--- src/hdl/srpg_pkg.sv ---
// Package for the stepper ramp pulse generator: request and result types,
// configuration register indexes, reset values and widths.
// No dependencies.
package srpg_pkg;

	localparam int unsigned IntervalW  = 8;
	localparam int unsigned TimeoutW   = 16;
	localparam int unsigned PosOutW    = 16;
	localparam int unsigned CfgIndexW  = 3;
	localparam int unsigned CfgDataW   = 16;
	localparam int unsigned PositionBitsDefault = 16;

	localparam logic [CfgIndexW-1:0] RegFastInterval  = 3'd0;
	localparam logic [CfgIndexW-1:0] RegSlowInterval  = 3'd1;
	localparam logic [CfgIndexW-1:0] RegRampCeiling   = 3'd2;
	localparam logic [CfgIndexW-1:0] RegTimeoutReload = 3'd3;

	localparam logic [IntervalW-1:0] FastIntervalRst  = 8'd1;
	localparam logic [IntervalW-1:0] SlowIntervalRst  = 8'd30;
	localparam logic [IntervalW-1:0] RampCeilingRst   = 8'd40;
	localparam logic [TimeoutW-1:0]  TimeoutReloadRst = 16'd20000;
	localparam logic [IntervalW-1:0] WidthCountRst    = 8'd40;

	typedef struct packed {
		logic run;
		logic speed_high;
		logic dir_left;
		logic clear_position;
		logic timeout_start;
	} tick_t;

	typedef struct packed {
		logic                 step_pin;
		logic                 step_toggled;
		logic [PosOutW-1:0]   position;
		logic [IntervalW-1:0] current_interval;
		logic                 timeout_done;
	} result_t;

	typedef struct packed {
		logic [IntervalW-1:0] fast_interval;
		logic [IntervalW-1:0] slow_interval;
		logic [IntervalW-1:0] ramp_ceiling;
		logic [TimeoutW-1:0]  timeout_reload;
	} cfg_t;

	typedef struct packed {
		logic [IntervalW-1:0] width_count;
		logic                 pin_level;
	} status_t;

endpackage

--- src/hdl/stepper_ramp_pulse_generator.sv ---
// Top level of the stepper ramp pulse generator: configuration registers,
// request register, tick engine and result register. Depends on srpg_pkg, srpg_tick.
//
//  Channel   Signals                          Payload
//  request   tick_valid / tick_ready          tick (tick_t)
//  result    res_valid / res_ready            res (result_t)
//  config    cfg_we                           cfg_index, cfg_data
//
// A request is held in the request register while the tick engine works on it, and its
// result is then registered in the result register until it is taken. One request per
// cycle is sustained while results are taken; the tick engine updates all state whenever
// a request advances.
// Reset clears the state to the ceiling interval, zero position and expired timeout.
// A stalled result holds the request register full, after which tick_ready drops.
module stepper_ramp_pulse_generator import srpg_pkg::*; #(
	parameter int unsigned POSITION_BITS = PositionBitsDefault
) (
	input  logic                 clk,
	input  logic                 arst_n,
	input  logic                 tick_valid,
	output logic                 tick_ready,
	input  tick_t                tick,
	output logic                 res_valid,
	input  logic                 res_ready,
	output result_t              res,
	input  logic                 cfg_we,
	input  logic [CfgIndexW-1:0] cfg_index,
	input  logic [CfgDataW-1:0]  cfg_data
);

	cfg_t    cfg_q;
	tick_t   tick_s1;
	logic    valid_s1;
	result_t res_s2;
	logic    valid_s2;
	logic    advance;
	result_t eng_res;
	status_t status;

	assign advance    = valid_s1 && (!valid_s2 || res_ready);
	assign tick_ready = !valid_s1 || advance;
	assign res_valid  = valid_s2;
	assign res        = res_s2;

	always_ff @(posedge clk or negedge arst_n) begin
		if (!arst_n) begin
			cfg_q.fast_interval  <= FastIntervalRst;
			cfg_q.slow_interval  <= SlowIntervalRst;
			cfg_q.ramp_ceiling   <= RampCeilingRst;
			cfg_q.timeout_reload <= TimeoutReloadRst;
		end else if (cfg_we) begin
			case (cfg_index)
				RegFastInterval:  cfg_q.fast_interval  <= cfg_data[IntervalW-1:0];
				RegSlowInterval:  cfg_q.slow_interval  <= cfg_data[IntervalW-1:0];
				RegRampCeiling:   cfg_q.ramp_ceiling   <= cfg_data[IntervalW-1:0];
				RegTimeoutReload: cfg_q.timeout_reload <= cfg_data[TimeoutW-1:0];
				default: begin
				end
			endcase
		end
	end

	always_ff @(posedge clk or negedge arst_n) begin
		if (!arst_n) begin
			valid_s1 <= 1'b0;
			valid_s2 <= 1'b0;
		end else begin
			if (tick_ready) begin
				valid_s1 <= tick_valid;
			end
			if (advance) begin
				valid_s2 <= 1'b1;
			end else if (res_ready) begin
				valid_s2 <= 1'b0;
			end
		end
	end

	always_ff @(posedge clk) begin
		if (tick_valid && tick_ready) begin
			tick_s1 <= tick;
		end
		if (advance) begin
			res_s2 <= eng_res;
		end
	end

	srpg_tick #(
		.POSITION_BITS(POSITION_BITS)
	) u_tick (
		.clk   (clk),
		.arst_n(arst_n),
		.en    (advance),
		.tick  (tick_s1),
		.cfg   (cfg_q),
		.res   (eng_res),
		.status(status)
	);

	a_fill_result: assert property (@(posedge clk) disable iff (!arst_n)
		(valid_s1 && !valid_s2) |=> valid_s2)
		else $error("Full request register did not move into an empty result register.");

	a_drain_result: assert property (@(posedge clk) disable iff (!arst_n)
		(valid_s2 && res_ready && !valid_s1) |=> !valid_s2)
		else $error("Taken result stayed valid with nothing behind it.");

	a_pulse_clears_width: assert property (@(posedge clk) disable iff (!arst_n)
		(advance && eng_res.step_toggled) |=> (status.width_count == '0))
		else $error("Width counter not cleared after a pulse.");

	a_pin_holds: assert property (@(posedge clk) disable iff (!arst_n)
		(advance && !eng_res.step_toggled) |=> (status.pin_level == $past(status.pin_level)))
		else $error("Step pin changed without a pulse.");

endmodule

--- src/hdl/srpg_tick.sv ---
// Tick engine: holds the ramp, pulse, position and timeout state and
// advances it by one request per enabled cycle.
// Depends on srpg_pkg.
module srpg_tick import srpg_pkg::*; #(
	parameter int unsigned POSITION_BITS = PositionBitsDefault
) (
	input  logic    clk,
	input  logic    arst_n,
	input  logic    en,
	input  tick_t   tick,
	input  cfg_t    cfg,
	output result_t res,
	output status_t status
);

	logic [IntervalW-1:0]     interval_q;
	logic [IntervalW-1:0]     width_count_q;
	logic                     pin_level_q;
	logic                     half_phase_q;
	logic [POSITION_BITS-1:0] position_q;
	logic [TimeoutW-1:0]      timeout_q;

	logic [IntervalW-1:0]     target;
	logic [IntervalW-1:0]     iv0;
	logic [IntervalW-1:0]     iv_n;
	logic [IntervalW-1:0]     wc_inc;
	logic [IntervalW-1:0]     wc_n;
	logic                     pulse;
	logic                     half_n;
	logic [POSITION_BITS-1:0] pos0;
	logic [POSITION_BITS-1:0] pos_n;
	logic [TimeoutW-1:0]      to0;
	logic [TimeoutW-1:0]      to_n;
	logic [POSITION_BITS+PosOutW-1:0] pos_ext;

	always_comb begin
		target = tick.speed_high ? cfg.fast_interval : cfg.slow_interval;
		iv0 = interval_q;
		if (!tick.speed_high && (interval_q < cfg.slow_interval)) begin
			iv0 = cfg.slow_interval;
		end
		wc_inc = width_count_q + 8'd1;
		iv_n = iv0;
		wc_n = width_count_q;
		pulse = 1'b0;
		if (tick.run) begin
			wc_n = wc_inc;
			if (wc_inc >= iv0) begin
				pulse = 1'b1;
				if (iv0 > target) begin
					iv_n = iv0 - 8'd1;
				end
			end
		end else if (width_count_q >= iv0) begin
			if (iv0 < cfg.ramp_ceiling) begin
				iv_n = iv0 + 8'd1;
				pulse = 1'b1;
			end
		end else begin
			wc_n = wc_inc;
		end

		pos0 = tick.clear_position ? '0 : position_q;
		pos_n = pos0;
		half_n = half_phase_q;
		if (pulse) begin
			wc_n = '0;
			half_n = ~half_phase_q;
			if (half_phase_q) begin
				if (!tick.dir_left) begin
					if (pos0 != '1) begin
						pos_n = pos0 + 1'b1;
					end
				end else if (pos0 != '0) begin
					pos_n = pos0 - 1'b1;
				end
			end
		end

		to0 = tick.timeout_start ? cfg.timeout_reload : timeout_q;
		to_n = (to0 != '0) ? to0 - 16'd1 : '0;
		pos_ext = {{PosOutW{1'b0}}, pos_n};
	end

	always_ff @(posedge clk or negedge arst_n) begin
		if (!arst_n) begin
			interval_q    <= RampCeilingRst;
			width_count_q <= WidthCountRst;
			pin_level_q   <= 1'b0;
			half_phase_q  <= 1'b0;
			position_q    <= '0;
			timeout_q     <= '0;
		end else if (en) begin
			interval_q    <= iv_n;
			width_count_q <= wc_n;
			pin_level_q   <= pin_level_q ^ pulse;
			half_phase_q  <= half_n;
			position_q    <= pos_n;
			timeout_q     <= to_n;
		end
	end

	always_comb begin
		res.step_pin         = pin_level_q ^ pulse;
		res.step_toggled     = pulse;
		res.position         = pos_ext[PosOutW-1:0];
		res.current_interval = iv_n;
		res.timeout_done     = (to_n == '0);
		status.width_count   = width_count_q;
		status.pin_level     = pin_level_q;
	end

endmodule

--- config.mk ---
export PLATFORM = sky130hd
export DESIGN_NAME = stepper_ramp_pulse_generator
export DESIGN_NICKNAME = d
export VERILOG_FILES = /design/src/hdl/srpg_pkg.sv /design/src/hdl/stepper_ramp_pulse_generator.sv /design/src/hdl/srpg_tick.sv
export SDC_FILE = /design/constraint.sdc
export NUM_CORES = 1
export LEC_CHECK = 0
export BUFFER_PORTS_ARGS = -buffer_cell sky130_fd_sc_hd__buf_2
export CORE_MARGIN = 5
export CORE_UTILIZATION = 63
export CTS_BUF_LIST = sky130_fd_sc_hd__clkbuf_8
export DETAILED_ROUTE_END_ITERATION = 6
export GPL_TIMING_DRIVEN = 1
export PLACE_DENSITY = 0.89
export SYNTH_ARGS = -nofsm -noshare
export SYNTH_HDL_FRONTEND = slang
export SYNTH_SLANG_ARGS = --single-unit
--- constraint.sdc ---
create_clock -name clk -period 4.8 [get_ports clk]
set_input_delay 0.24 -clock clk [delete_from_list [all_inputs] [get_ports clk]]
set_output_delay 0.24 -clock clk [all_outputs]
set_load 0.01 [all_outputs]
**Word-level counts from Yosys, hierarchy flattened**

Index checks and enable logic that the tools add are counted.

- Register bits: 124
- Output and inout port bits: 29
- Logic and storage cells: 83

- Add/subtract/negate cells: 6
- Magnitude comparators: 5
- Equal/unequal tests: 5
- Mux-type cells: 24
- Bitwise logic cells: 2
- Reductions and logical operators: 19

Operators with widths:

| kind | number |
|---|---|
| 16-bit two-way mux | 8 |
| 8-bit two-way mux | 10 |
| 16-bit nonzero test | 2 |
| 16-bit by 1-bit subtractor with 16-bit output, second input constant | 2 |
| 16-bit by 1-bit adder with 16-bit output, second input constant | 1 |
| 8-bit by 1-bit adder with 8-bit output, second input constant | 2 |
| 8-bit greater-or-equal comparator | 2 |
| 16-bit zero test | 1 |
| 8-bit < comparator | 2 |
| 16-bit != test, second input constant | 1 |
| 2-bit AND reduction | 6 |
| 8-bit > comparator | 1 |
| 8-bit by 1-bit subtractor with 8-bit output, second input constant | 1 |
| 3-bit by 2-bit equality test with 1-bit output, second input constant | 2 |
| 1-bit two-way mux | 6 |
| 3-bit by 1-bit equality test with 1-bit output, second input constant | 1 |
| 1-bit logical AND | 3 |
| 1-bit zero test | 3 |
| 3-bit zero test | 1 |
| 3-bit by 2-bit != test with 1-bit output, second input constant | 1 |
| 1-bit logical OR | 2 |
| 2-bit nonzero test | 1 |
| 1-bit inverter | 1 |
| 1-bit XOR | 1 |

**Longest topological paths before layout**

Gate-level depths: netlist (run 1).

- Depth in word-level cells: 9
- Mapped depth: 19

**Cells and area by module**

Synthesis (run 1) repeated with hierarchy kept, for this count alone.

- Cells, all modules: 818
- Area, all modules: 8184.1 um2

By module, submodules not included:

| module | times used | cells an instance | area each (um2) | sequential area each (um2) |
|---|---|---|---|---|
| srpg_tick | 1 | 691 | 5586.6 | 1256.2 |
| stepper_ramp_pulse_generator | 1 | 127 | 2597.5 | 2026.9 |

**Least setup slack after synthesis (run 1)**

Ideal clock, no wire load.

- Path type: register -> register
- Start: register cfg_q[26] (netlist bit)
- End: register res_s2, in the netlist res[8] (data pin)
- Library setup time: 0.267 ns
- Arrival: 3.888 ns
- Required time: 4.533 ns
- Slack: 0.644 ns
- Cell stages (with the launch flop): 18
- Buffers on the path: 2
- Period minus slack after synthesis: 4.156 ns
- Path through: dfstp_2 > inv_1 > ha_1 > o211ai_1 > o21a_4 > o21ai_2 > buf_4 > mux2i_2 > inv_1 > ha_1 > a21o_1 > a21o_1 > a21o_1 > a21oi_1 > o21ai_2 > buf_6 > o41ai_1 > nor2_1

RTL lines:

| what | line | text |
|---|---|---|
| start: declaration | stepper_ramp_pulse_generator.sv:31 | `cfg_t cfg_q;` |
| end signal: assignment | stepper_ramp_pulse_generator.sv:84 | `res_s2 <= eng_res;` |
| end: declaration | stepper_ramp_pulse_generator.sv:34 | `result_t res_s2;` |

==> results list, run 1 <==
- The run finished with clean final reports.
- Core outline area: about 13000 um^2
* Maximum number of pins on one net before global-route repair: 53
* Vertical die dimension: 126 um
* Number of global-route vias before repair: between 6000 and 7000
- First-pass DRT Iterations: 6
- Yosys attributes the largest share of cell area to sky130_fd_sc_hd__dfrtp_1, sky130_fd_sc_hd__edfxtp_1, sky130_fd_sc_hd__ha_1.
- P_leak: between 4 and 5 nW
* Instance area after placement: a little under 9000 um^2
- The tree is rooted in a sky130_fd_sc_hd__clkbuf_8.
* CTS tree: yes
* Share of cells above drive strength 1: 21.3%
* Dominant cell type by area after synthesis: sky130_fd_sc_hd__dfrtp_1
- Transition time at the pin with the least slew margin: between 0.9 and 1 ns
- Post-route clock skew: roughly 0.019 ns
- Maximum clock insertion buffer count: 2
* Critical path peak fanout: 8
- Cell variety after synth: just over 90
- Synth Register Bits: ~120
* Count of routing violations after the opening detailed-route iteration: approximately 970
- Clk slew on worst S/H paths: ~0.080 ns
- In the synthesized netlist, the number of instances is 878.
* Post-Layout Inst Area: 9520 um^2
- Number of rows in the core area: 42
- The H-tree generated during clock tree synthesis spans 4 levels.
- The path class of the tightest hold or removal check is input pin to flop.
* Final cycle utilization of the critical path: 94.6%
* Diodes inserted: 0
- In this run, synthesis inferred 32 flip-flops with an integrated enable.
* Kind of critical path: flop to flop
- By count the netlist is led by sky130_fd_sc_hd__nand2_1, sky130_fd_sc_hd__dfrtp_1, sky130_fd_sc_hd__nor2_1, sky130_fd_sc_hd__o21ai_0, sky130_fd_sc_hd__ha_1.
- Global routing finished with a remaining overflow of 0.
- Peak supply drop: roughly 0.32 mV
- In the synthesized netlist the async set-or-reset flop fraction comes to 74.2%.
- The final layout contains routed wiring with a total length of 20700 um.
- During synthesis, Yosys emitted a total of 0 warnings.
- The first global-routing pass estimated 33700 um of wire.
- Using the TritonRoute via totals, the vias-per-cell ratio works out to approximately 6.4.
- Number of nets with antenna violations after detailed routing: 0
* Routed length per instance: approximately 18 um
- Share of the synthesized area in the top cell type: about 23%
- Horizontal extent of the die: 126 um
* Global placement routability congestion: roughly 0.96
- The floorplan step defined a die boundary enclosing 15800 um^2.
- Count of buffers inserted at the top-level ports: 57
- Hold Vio Cnt, Final: 0
- HPWL after detailed placement: about 15000 um
* Arrival time worst endpoint: approximately 4.8 ns
- Most frequent cell after synthesis: sky130_fd_sc_hd__nand2_1
* CTS buffer count: 17
- Final setup viols: 0
- Avg Synthesized Cell Area: 9.59 um^2
- Measured against its own limit, the worst slew margin works out to a little over a third.
- Max Clock Freq: ~0.22 GHz
- Number of placed I/O pins: 58
- Setup repair after global routing could not meet its margin everywhere.
* Synth-to-Final Area Change: 13.1%
- For this run, design rule violations remaining after detail routing come to 0.
* Fin. max-slew vios: 0
- Global-route usage over all layers: between 20% and 30%
- Antenna violations before repair: 0
- Critical path launch point type: flop
* Count of vias placed by the detailed router: approximately 7300
* Total standard cell area after synthesis: about 8400 um^2
- Net Count, Synth: between 900 and 1000
* Fraction of the yosys area taken by sequential cells: roughly two fifths
- For the worst-skew pair, the clock arrives at the later sink with an insertion delay of around 0.46 ns.
- Dominant register cell in the synthesized netlist: sky130_fd_sc_hd__dfrtp_1
* Final critical-path required period: around 4.5 ns
* Power per cell area: approximately 580 nW/um^2
* Sort of element at the end of the critical path: flop
- For this run, the post-layout net count is between 1000 and 1500.
- Max-cap violations: 0
- Clock sinks: 124
* Initial Utilization: between 60% and 70%
- Data on the critical path is required at its endpoint by 5.01 ns.
- Min Hold Slack: 0.0308 ns
worst max-delay path, stage by stage, from the launching register on:
cell	delay, ns
sky130_fd_sc_hd__dfstp_2	0.59
sky130_fd_sc_hd__inv_1	0.12
sky130_fd_sc_hd__ha_1	0.29
sky130_fd_sc_hd__o211ai_1	0.11
sky130_fd_sc_hd__o21a_4	0.27
sky130_fd_sc_hd__o21ai_2	0.13
sky130_fd_sc_hd__buf_4	0.19
sky130_fd_sc_hd__mux2i_1	0.24
sky130_fd_sc_hd__inv_1	0.12
sky130_fd_sc_hd__ha_1	0.30
sky130_fd_sc_hd__a21boi_0	0.27
sky130_fd_sc_hd__o32ai_1	0.21
sky130_fd_sc_hd__o211a_1	0.16
sky130_fd_sc_hd__a211oi_2	0.33
sky130_fd_sc_hd__o211ai_1	0.24
sky130_fd_sc_hd__nor3_1	0.36
sky130_fd_sc_hd__mux2i_1	0.27
sky130_fd_sc_hd__nor2_1	0.07
cell families (layout without fill, tap and decap cells):
family          after synthesis  in the layout  share of synthesized area (%)
compound gates              220            220                           19.1
xor+xnor                     39             39                           4.15
buf+inv                      78            170                           4.18
flops                       124            124                           39.0
mux                          67             67                           8.78
simple gates                312            312                           19.2
fa+ha+maj                    38             38                           5.65
cell type report:
cell class              instances  area [um^2]
clock buffers                  19          262
flip-flops and latches        124         3280
inverters                      38          145
multi-input cells             676         4820
repair buffers                100          643
well taps                     176          220
fillers                       948         3670
clock inverters                13          151
layout by cell type (no fill, tap or decap), types with 19 or more instances in the layout:
master	synthesis	layout
sky130_fd_sc_hd__nand2_1	97	97
sky130_fd_sc_hd__dfrtp_1	76	76
sky130_fd_sc_hd__buf_2	6	56
sky130_fd_sc_hd__nor2_1	56	55
sky130_fd_sc_hd__o21ai_0	49	49
sky130_fd_sc_hd__inv_1	36	39
sky130_fd_sc_hd__ha_1	38	38
sky130_fd_sc_hd__edfxtp_1	32	32
sky130_fd_sc_hd__mux2i_1	31	31
sky130_fd_sc_hd__mux2_2	31	31
sky130_fd_sc_hd__buf_4	4	31
sky130_fd_sc_hd__xnor2_1	29	29
sky130_fd_sc_hd__a21oi_1	26	26
sky130_fd_sc_hd__nor3_1	27	26
sky130_fd_sc_hd__nand3_1	25	25
sky130_fd_sc_hd__nand2b_1	21	21
sky130_fd_sc_hd__clkbuf_8	0	19
metal layers:
| layer | track usage, % | share of wire [%] | vias to the layer above |
|---|---|---|---|
| met5 | 0 | 0 | - |
| met4 | 9.31 | 2.4 | 0 |
| met3 | 6.23 | 6.1 | 51 |
| met2 | 42.6 | 49 | 309 |
| met1 | 34.1 | 43 | 3521 |
| li1 | - | - | 3414 |
sequential cells by signal, indices dropped and copies added, names as in the netlist:
signal and flops:
u_tick.position_q 16, u_tick.timeout_q 16, valid_s1 1, u_tick.half_phase_q 1, u_tick.width_count_q 8, u_tick.pin_level_q 1
res 27, tick_s1 5, cfg_q 40, res_valid 1, u_tick.interval_q 8
per-stage QoR:
| step | std cells | utilization (%) | worst slack, ns | power [mW] | TNS (ns) |
|---|---|---|---|---|---|
| after floorplan | 878 | - | 0.644 | 3.74 | 0 |
| final | 1146 | 72.2 | 0.258 | 5.52 | 0 |
| after global placement | 1096 | 67.6 | 0.340 | 4.32 | 0 |
| after CTS | 1141 | 71.8 | 0.209 | 5.43 | 0 |
| after global routing | 1146 | 72.2 | -0.00250 | 5.89 | -0.00250 |
| after detailed placement | 1096 | 67.6 | 0.227 | 4.42 | 0 |
where the power goes:
part           switching (mW)  total, mW  internal [mW]
clock                   0.438      0.973          0.535
sequential              0.317       1.76           1.44
combinational            1.61       2.79           1.18
what timing repair did:
action | in CTS | in global routing
gates resized for setup | 0 | 4
setup buffers | 0 | 5
hold buffers | 13 | 0
hold endpoints to repair | 44 | 0
setup endpoints to repair | 0 | 29
final timing paths:
path,startpoint,end,slack (ns),cells past startpoint
min,cfg_data[14],cfg_q[14]$_DFFE_PN1P_,0.03,2
max in group asynchronous,arst_n,res_valid$_DFFE_PN0P_,3.38,3
max reg2reg,cfg_q[26]$_DFFE_PN1P_,res[8]$_DFFE_PP_,0.26,17
min reg2reg,u_tick.pin_level_q$_DFFE_PN0P_,u_tick.pin_level_q$_DFFE_PN0P_,0.49,1
max,cfg_q[26]$_DFFE_PN1P_,res[8]$_DFFE_PP_,0.26,17
min in group asynchronous,arst_n,cfg_q[6]$_DFFE_PN0P_,0.30,2
Note: power is estimated with default switching activity, not from simulation.
==> inputs of run 2 (changes only) <==
- CORE_MARGIN: 5 -> 2
==> results list, run 2 (synthesized netlist as in run 1, its figures left out) <==
- Status: finished, final reports clean
- Aggregate routed wire length: 21100 um
* Vertical die dimension: 120 um
- Horizontal extent of the die: 120 um
* Fin. max-slew vios: 0
* Vias per Instance: roughly 6.4
- Before antenna repair, the detailed router went through 6 iterations.
- In this run the critical register-to-register path is captured at u_tick.width_count_q[2]$_DFFE_PN0P_.
- After clock tree synthesis, the clock-pin slew on the worst setup and hold paths is roughly 0.070 ns.
- Transition time at the pin with the least slew margin: 0.967 ns
- Maximum clock insertion buffer count: 2
- The clock drives roughly 120 sinks.
- Crit-path cells: inv_1 > ha_1 > o211ai_1 > o21a_4 > o21ai_2 > buf_4 > mux2_2 > inv_1 > ha_1 > a21o_1 > a21o_1 > a21o_1 > a211o_1 > nand2_2 > o22ai_1 > buf_4 > or2_2 > o2bb2ai_1
* Power per cell area: ~570 nW/um^2
- Synth-to-Final Area Change: 12.0%
* Count of unresolved DRC violations after routing: 0
- Counting the buffers created by CTS gives 17.
- Max-cap violations: 0
* Number of non-filler instances in the completed layout: 1145
- In this design, the critical path's most frequently occurring cell is sky130_fd_sc_hd__a21o_1.
* First element of the critical path: cfg_q[27]$_DFFE_PN1P_
- Final setup viols: 0
* Number of nets with antenna violations after detailed routing: 0
- Insertion delay to the later sink of the worst-skew pair: around 0.47 ns
* Cells after DPL: 1100
- The worst setup path is captured at a flop.
- The via count of the first global-routing pass is ~7000.
- First-pass GRT wire length: between 30000 and 40000 um
* Post-route worst setup slack: approximately 0.21 ns
* Max Clock Freq: about 0.22 GHz
* Unrepaired setup endpoints after global routing: false
- Global-route usage over all layers: between 30 and 40%
* Die footprint: approximately 14000 um^2
* Peak supply drop: around 0.31 mV
* Commonest non-fill, non-tap cell in the layout: sky130_fd_sc_hd__nand2_1
* Post-placement setup slack: 0.234 ns
* Critical path launch point type: flop
- 0 antenna diodes ended up in the layout.
- Headroom to the max-slew limit came out at about a third.
* Sum of overflow across all layers after global routing: 0
- Share of cells above drive strength 1: 21.6%
- After detailed routing, the average wire length per cell comes to ~18 um.
- The setup check on the worst reg-to-reg path leaves a slack of 0.21 ns.
- Arrival time worst endpoint: roughly 5 ns
- Count of vias placed by the detailed router: between 7000 and 8000
- HPWL after detailed placement: approximately 15000 um
* Critical path peak fanout: 16
- Entering global routing, the biggest net connects 62 pins.
* Most flops, register: cfg_q
- The root buffer cell chosen for the clock tree is sky130_fd_sc_hd__clkbuf_8.
- At the worst endpoint, the required time is 5.18 ns.
* Hold Vio Cnt, Final: 0
- Between clock sinks in the finished design, the worst skew comes to 0.0122 ns.
- For the final routed database, the setup TNS stands at 0 ns.
- The register with the most flip-flops in the layout has 40 of them.
* Count of routing violations after the opening detailed-route iteration: 968
- Antenna violations before repair: 0
- The slowest stage of the critical path is the sky130_fd_sc_hd__dfstp_2 cell.
- Kind of critical path: flop to flop
- Final critical-path required period: 4.59 ns
- Dividing the final minimum period by the clock period gives approximately 96%.
* Global placement routability congestion: a little under 1
- Type of the tightest min-delay check: input pin to flop
- For this run, the slowest stage of the critical path takes between 0.5 and 0.6 ns.
- Final #Nets: ~1000
- Count of buffers inserted at the top-level ports: 57
- The H-tree was split into 4 levels.
- The number of cells on the worst reg-to-reg path is 18.
* Critical path endpoint: u_tick.width_count_q[2]$_DFFE_PN0P_
* Reg2Reg Launch Point: cfg_q[27]$_DFFE_PN1P_
* Power, Total: roughly 5.4 mW
- In this run the core area contains 42 standard-cell rows.
- Commonest non-fill, non-tap cells in the layout: sky130_fd_sc_hd__nand2_1, sky130_fd_sc_hd__dfrtp_1, sky130_fd_sc_hd__nor2_1, sky130_fd_sc_hd__buf_2, sky130_fd_sc_hd__o21ai_0
- Number of placed I/O pins: slightly below 60
- Initial Utilization: roughly 64%
* Core outline area: roughly 13000 um^2
- CTS tree: yes
* P_leak: approximately 4.1 nW
## run 2: changes by cell type in the layout (fill, tap and decap cells not counted), sizes merged
| cell | delta |
|---|---|
| clkinvlp | +2 |
| inv | +2 |
| clkbuf | -1 |
| bufinv | -3 |
| dlygate4sd3 | -2 |
| buf | +1 |
## run 2: final cells by class
type	count	area [um^2]
multi-input combinational	676	4820
fill	939	3710
sequential	124	3280
timing repair buffer	99	631
clock buffer	18	248
tap	176	220
inverter	38	145
clock inverter	14	86.3
## run 2: layer usage
| metal | global-route usage (%) | vias up | routed length [um] |
|---|---|---|---|
| met5 | 0 | - | 0 |
| met4 | 11.0 | 0 | 518 |
| met3 | 7.37 | 53 | 1540 |
| met2 | 48.7 | 349 | 10000 |
| met1 | 41.3 | 3496 | 9010 |
| li1 | - | 3401 | - |
## run 2: where the power goes
group	internal (mW)	total [mW]	switching, mW
Sequential	1.44	1.77	0.331
Clock	0.361	0.795	0.435
Combinational	1.19	2.82	1.63
## run 2: worst min-delay path by stage
stage               slack [ns]                                   to  cells after the start         start
floorplan                -0.06                 cfg_q[0]$_DFFE_PN0P_                      0        arst_n
global placement          0.21  u_tick.width_count_q[0]$_DFFE_PN0P_                      1        arst_n
detailed placement        0.21  u_tick.width_count_q[0]$_DFFE_PN0P_                      1        arst_n
CTS                      0.003                cfg_q[14]$_DFFE_PN1P_                      2  cfg_data[14]
global route             0.002                cfg_q[10]$_DFFE_PN1P_                      2  cfg_data[10]
finish                    0.02                cfg_q[11]$_DFFE_PN1P_                      2  cfg_data[11]
## run 2: critical path: cells and delay by family, from the launching register on
kind | cells | cell delay (ns)
flops | 1 | 0.57
mux | 1 | 0.45
buf+inv | 4 | 0.72
fa+ha+maj | 2 | 0.62
compound gates | 9 | 1.62
simple gates | 2 | 0.51
## run 2: what timing repair did
| action | in CTS | in global routing |
|---|---|---|
| endpoints found under the setup margin | 0 | 26 |
| gates resized for setup | 0 | 4 |
| endpoints found under the hold margin | 30 | 2 |
| setup buffers | 0 | 2 |
| hold buffers | 9 | 2 |
## run 2: stage by stage
stage	hold WS, ns	area, um^2	utilization (%)
after global routing	0.00151	9430	71.8
after CTS	0.00296	9380	71.4
after global placement	0.207	8950	68.1
final	0.0243	9430	71.8
after floorplan	-0.0556	8420	-
after detailed placement	0.207	8950	68.1
==> inputs of run 3 (changes only) <==
- CORE_ASPECT_RATIO: unset -> 0.9
==> results list, run 3 (synthesized netlist as in run 1, its figures left out) <==
* Status: finished, final reports clean
* Max Clock Freq: approximately 0.22 GHz
* Power, Total: approximately 5.5 mW
- The register with the most flip-flops in the layout has 40 of them.
* Top sig layer: met4
- Area of the multi-input gates: approximately 4800 um^2
- Counting the buffers created by CTS gives 17.
* Clk slew on worst S/H paths: about 0.07 ns
* Number of nets with antenna violations after detailed routing: 0
* Worst path required time: slightly above 5 ns
* Met3 WL: between 1000 and 1500 um
* Unrepaired setup endpoints after global routing: false
- Vias per Instance: approximately 6.4
- Total negative slack: 0 ns
- The worst path meets setup with between 0.2 and 0.25 ns of slack.
- In the final routing, the length of wire on met1 measures between 8000 and 9000 um.
* Die footprint: approximately 14000 um^2
* Number of rows in the core area: 40
- The routed design has 20600 um of wire.
- The via count of the first global-routing pass came to 7036.
* Sink of the worst hold path: cfg_q[11]$_DFFE_PN1P_
* Maximum clock insertion buffer count: 2
* Clock sinks: about 120
- Area taken by flip-flops and latches: 3280 um^2
- Routed length per instance: around 18 um
- STA classifies the critical path startpoint as a flop.
- Core outline area: about 13000 um^2
- The critical path is of the flop to flop type.
- Max-cap violations: 0
- In this run the most critical hold path is launched from cfg_data[11].
- Vertical die dimension: 114 um
- Max-slew headroom: between 30% and 40%
* Most flops, register: cfg_q
- Insertion delay to the later sink of the worst-skew pair: ~0.45 ns
- Hold Vio Cnt, Final: 0
* Sort of element at the end of the critical path: flop
- At the worst endpoint, the arrival time is just under 5 ns.
- The total overflow left after global routing is 0.
- Antenna violations before repair: 0
- Fill cells in the final layout number 960.
* Critical path peak fanout: 8
- Type of the tightest min-delay check: input pin to flop
- The library cell used most frequently in the layout, excluding fill and tap cells, is sky130_fd_sc_hd__nand2_1.
- Count of routing violations after the opening detailed-route iteration: slightly above 800
* P_leak: ~4 nW
- In this run the critical register-to-register path is launched from cfg_q[31]$_DFFE_PN0P_.
* Share of cells above drive strength 1: between 20% and 30%
* First-pass GRT wire length: around 34000 um
- Cell depth of the worst min-delay path: 2
* Global placement routability congestion: 0.959
* Count of buffers inserted at the top-level ports: 57
- Commonest non-fill, non-tap cells in the layout: sky130_fd_sc_hd__nand2_1, sky130_fd_sc_hd__dfrtp_1, sky130_fd_sc_hd__nor2_1, sky130_fd_sc_hd__buf_2, sky130_fd_sc_hd__o21ai_0
- Global-route usage over all layers: around 29%
* Post-route clock skew: 0.0129 ns
* Synth-to-Final Area Change: 12.2%
- Post-placement setup slack: 0.221 ns
- Final cycle utilization of the critical path: between 90 and 100%
- The routed layout has roughly 7300 vias.
- CTS tree: yes
- The repair_antennas step left the layout with diodes totalling 0.
- R2r endpoint: u_tick.interval_q[3]$_DFFE_PN1P_
- Number of placed I/O pins: 58
- For the pin with the worst max-slew slack, the measured transition is slightly below 1 ns.
- The floorplan step set the die width to approximately 130 um.
- Once the floorplan was initialized, standard cells occupied around 64% of the core.
- Entering global routing, the biggest net connects 53 pins.
- Worst reg-to-reg path cell count: 17
- After detailed routing, the met2 layer carries a little under 10000 um of wire.
- First-pass DRT Iterations: 6
- The net count of the finished layout is slightly above 1000.
- Count of unresolved DRC violations after routing: 0
- The clock period could shrink to roughly 4.6 ns.
- The tree is rooted in a sky130_fd_sc_hd__clkbuf_8.
- Peak supply drop: ~0.38 mV
- Power per cell area: 582 nW/um^2
- Level count of the clock H-tree: 4
- Fin. max-slew vios: 0
- Across all register-to-register paths, the minimum setup slack is around 0.23 ns.
* HPWL after detailed placement: 14600 um
* Final setup viols: 0
[run 3: cell types whose count changed in the layout (fill, tap and decap cells not counted), sizes merged]
cell         delta
dlygate4sd3     -4
bufinv          +3
clkinvlp        -3
inv             -3
buf             -2
clkinv          +2
clkbuf          +1
[run 3: area by class of cell]
class	instances	share of cell area, %
inverters	38	1.54
flip-flops and latches	124	34.8
clock buffers	19	2.77
well taps	168	2.23
repair buffers	93	6.09
multi-input cells	676	51.0
clock inverters	13	1.59
[run 3: worst max-delay path by stage]
stage / start / to / slack (ns) / cells past startpoint
detailed placement: cfg_q[27]$_DFFE_PN1P_ / u_tick.position_q[10]$_DFFE_PN0P_ / 0.22 / 17
finish: cfg_q[31]$_DFFE_PN0P_ / u_tick.interval_q[3]$_DFFE_PN1P_ / 0.23 / 17
global placement: cfg_q[27]$_DFFE_PN1P_ / u_tick.position_q[6]$_DFFE_PN0P_ / 0.40 / 17
global route: cfg_q[27]$_DFFE_PN1P_ / u_tick.position_q[10]$_DFFE_PN0P_ / 0.01 / 18
CTS: cfg_q[27]$_DFFE_PN1P_ / u_tick.position_q[4]$_DFFE_PN0P_ / 0.21 / 17
floorplan: cfg_q[26]$_DFFE_PN1P_ / res[8]$_DFFE_PP_ / 0.64 / 17
[run 3: worst max-delay path: stages, from the launching register on]
cell	delay [ns]
sky130_fd_sc_hd__dfrtp_1	0.41
sky130_fd_sc_hd__inv_1	0.09
sky130_fd_sc_hd__ha_1	0.41
sky130_fd_sc_hd__a211o_1	0.37
sky130_fd_sc_hd__nor2_2	0.21
sky130_fd_sc_hd__o21ai_2	0.09
sky130_fd_sc_hd__buf_4	0.18
sky130_fd_sc_hd__mux2i_4	0.19
sky130_fd_sc_hd__buf_4	0.18
sky130_fd_sc_hd__ha_1	0.24
sky130_fd_sc_hd__or3_1	0.38
sky130_fd_sc_hd__o32ai_1	0.24
sky130_fd_sc_hd__o211a_1	0.25
sky130_fd_sc_hd__a211oi_2	0.07
sky130_fd_sc_hd__o211ai_1	0.42
sky130_fd_sc_hd__nor2_1	0.09
sky130_fd_sc_hd__or4_1	0.52
sky130_fd_sc_hd__o211ai_1	0.13
[run 3: per-layer routing]
layer / vias to the layer above / track usage, %
li1: 3395 / -
met1: 3511 / 38.6
met2: 340 / 48.2
met3: 46 / 6.10
met4: 0 / 11.8
met5: - / 0
[run 3: where the power goes]
group | internal, mW | total [mW] | switching (mW)
clock | 0.534 | 0.963 | 0.429
sequential | 1.44 | 1.77 | 0.332
combinational | 1.16 | 2.76 | 1.60
[run 3: per-stage QoR]
step / utilization (%) / hold slack [ns] / std cells / area, um^2
floorplan: - / -0.0556 / 878 / 8420
global placement: 67.5 / 0.237 / 1089 / 8920
detailed placement: 67.5 / 0.245 / 1089 / 8920
CTS: 71.1 / 0.000630 / 1128 / 9400
global route: 71.5 / 0.00649 / 1131 / 9440
finish: 71.5 / 0.0167 / 1131 / 9440
[run 3: repair_timing]
action / in CTS / in global routing
hold buffers: 7 / 0
endpoints found under the setup margin: 0 / 21
setup buffers: 0 / 3
gates resized for setup: 0 / 4
hold endpoints to repair: 38 / 0
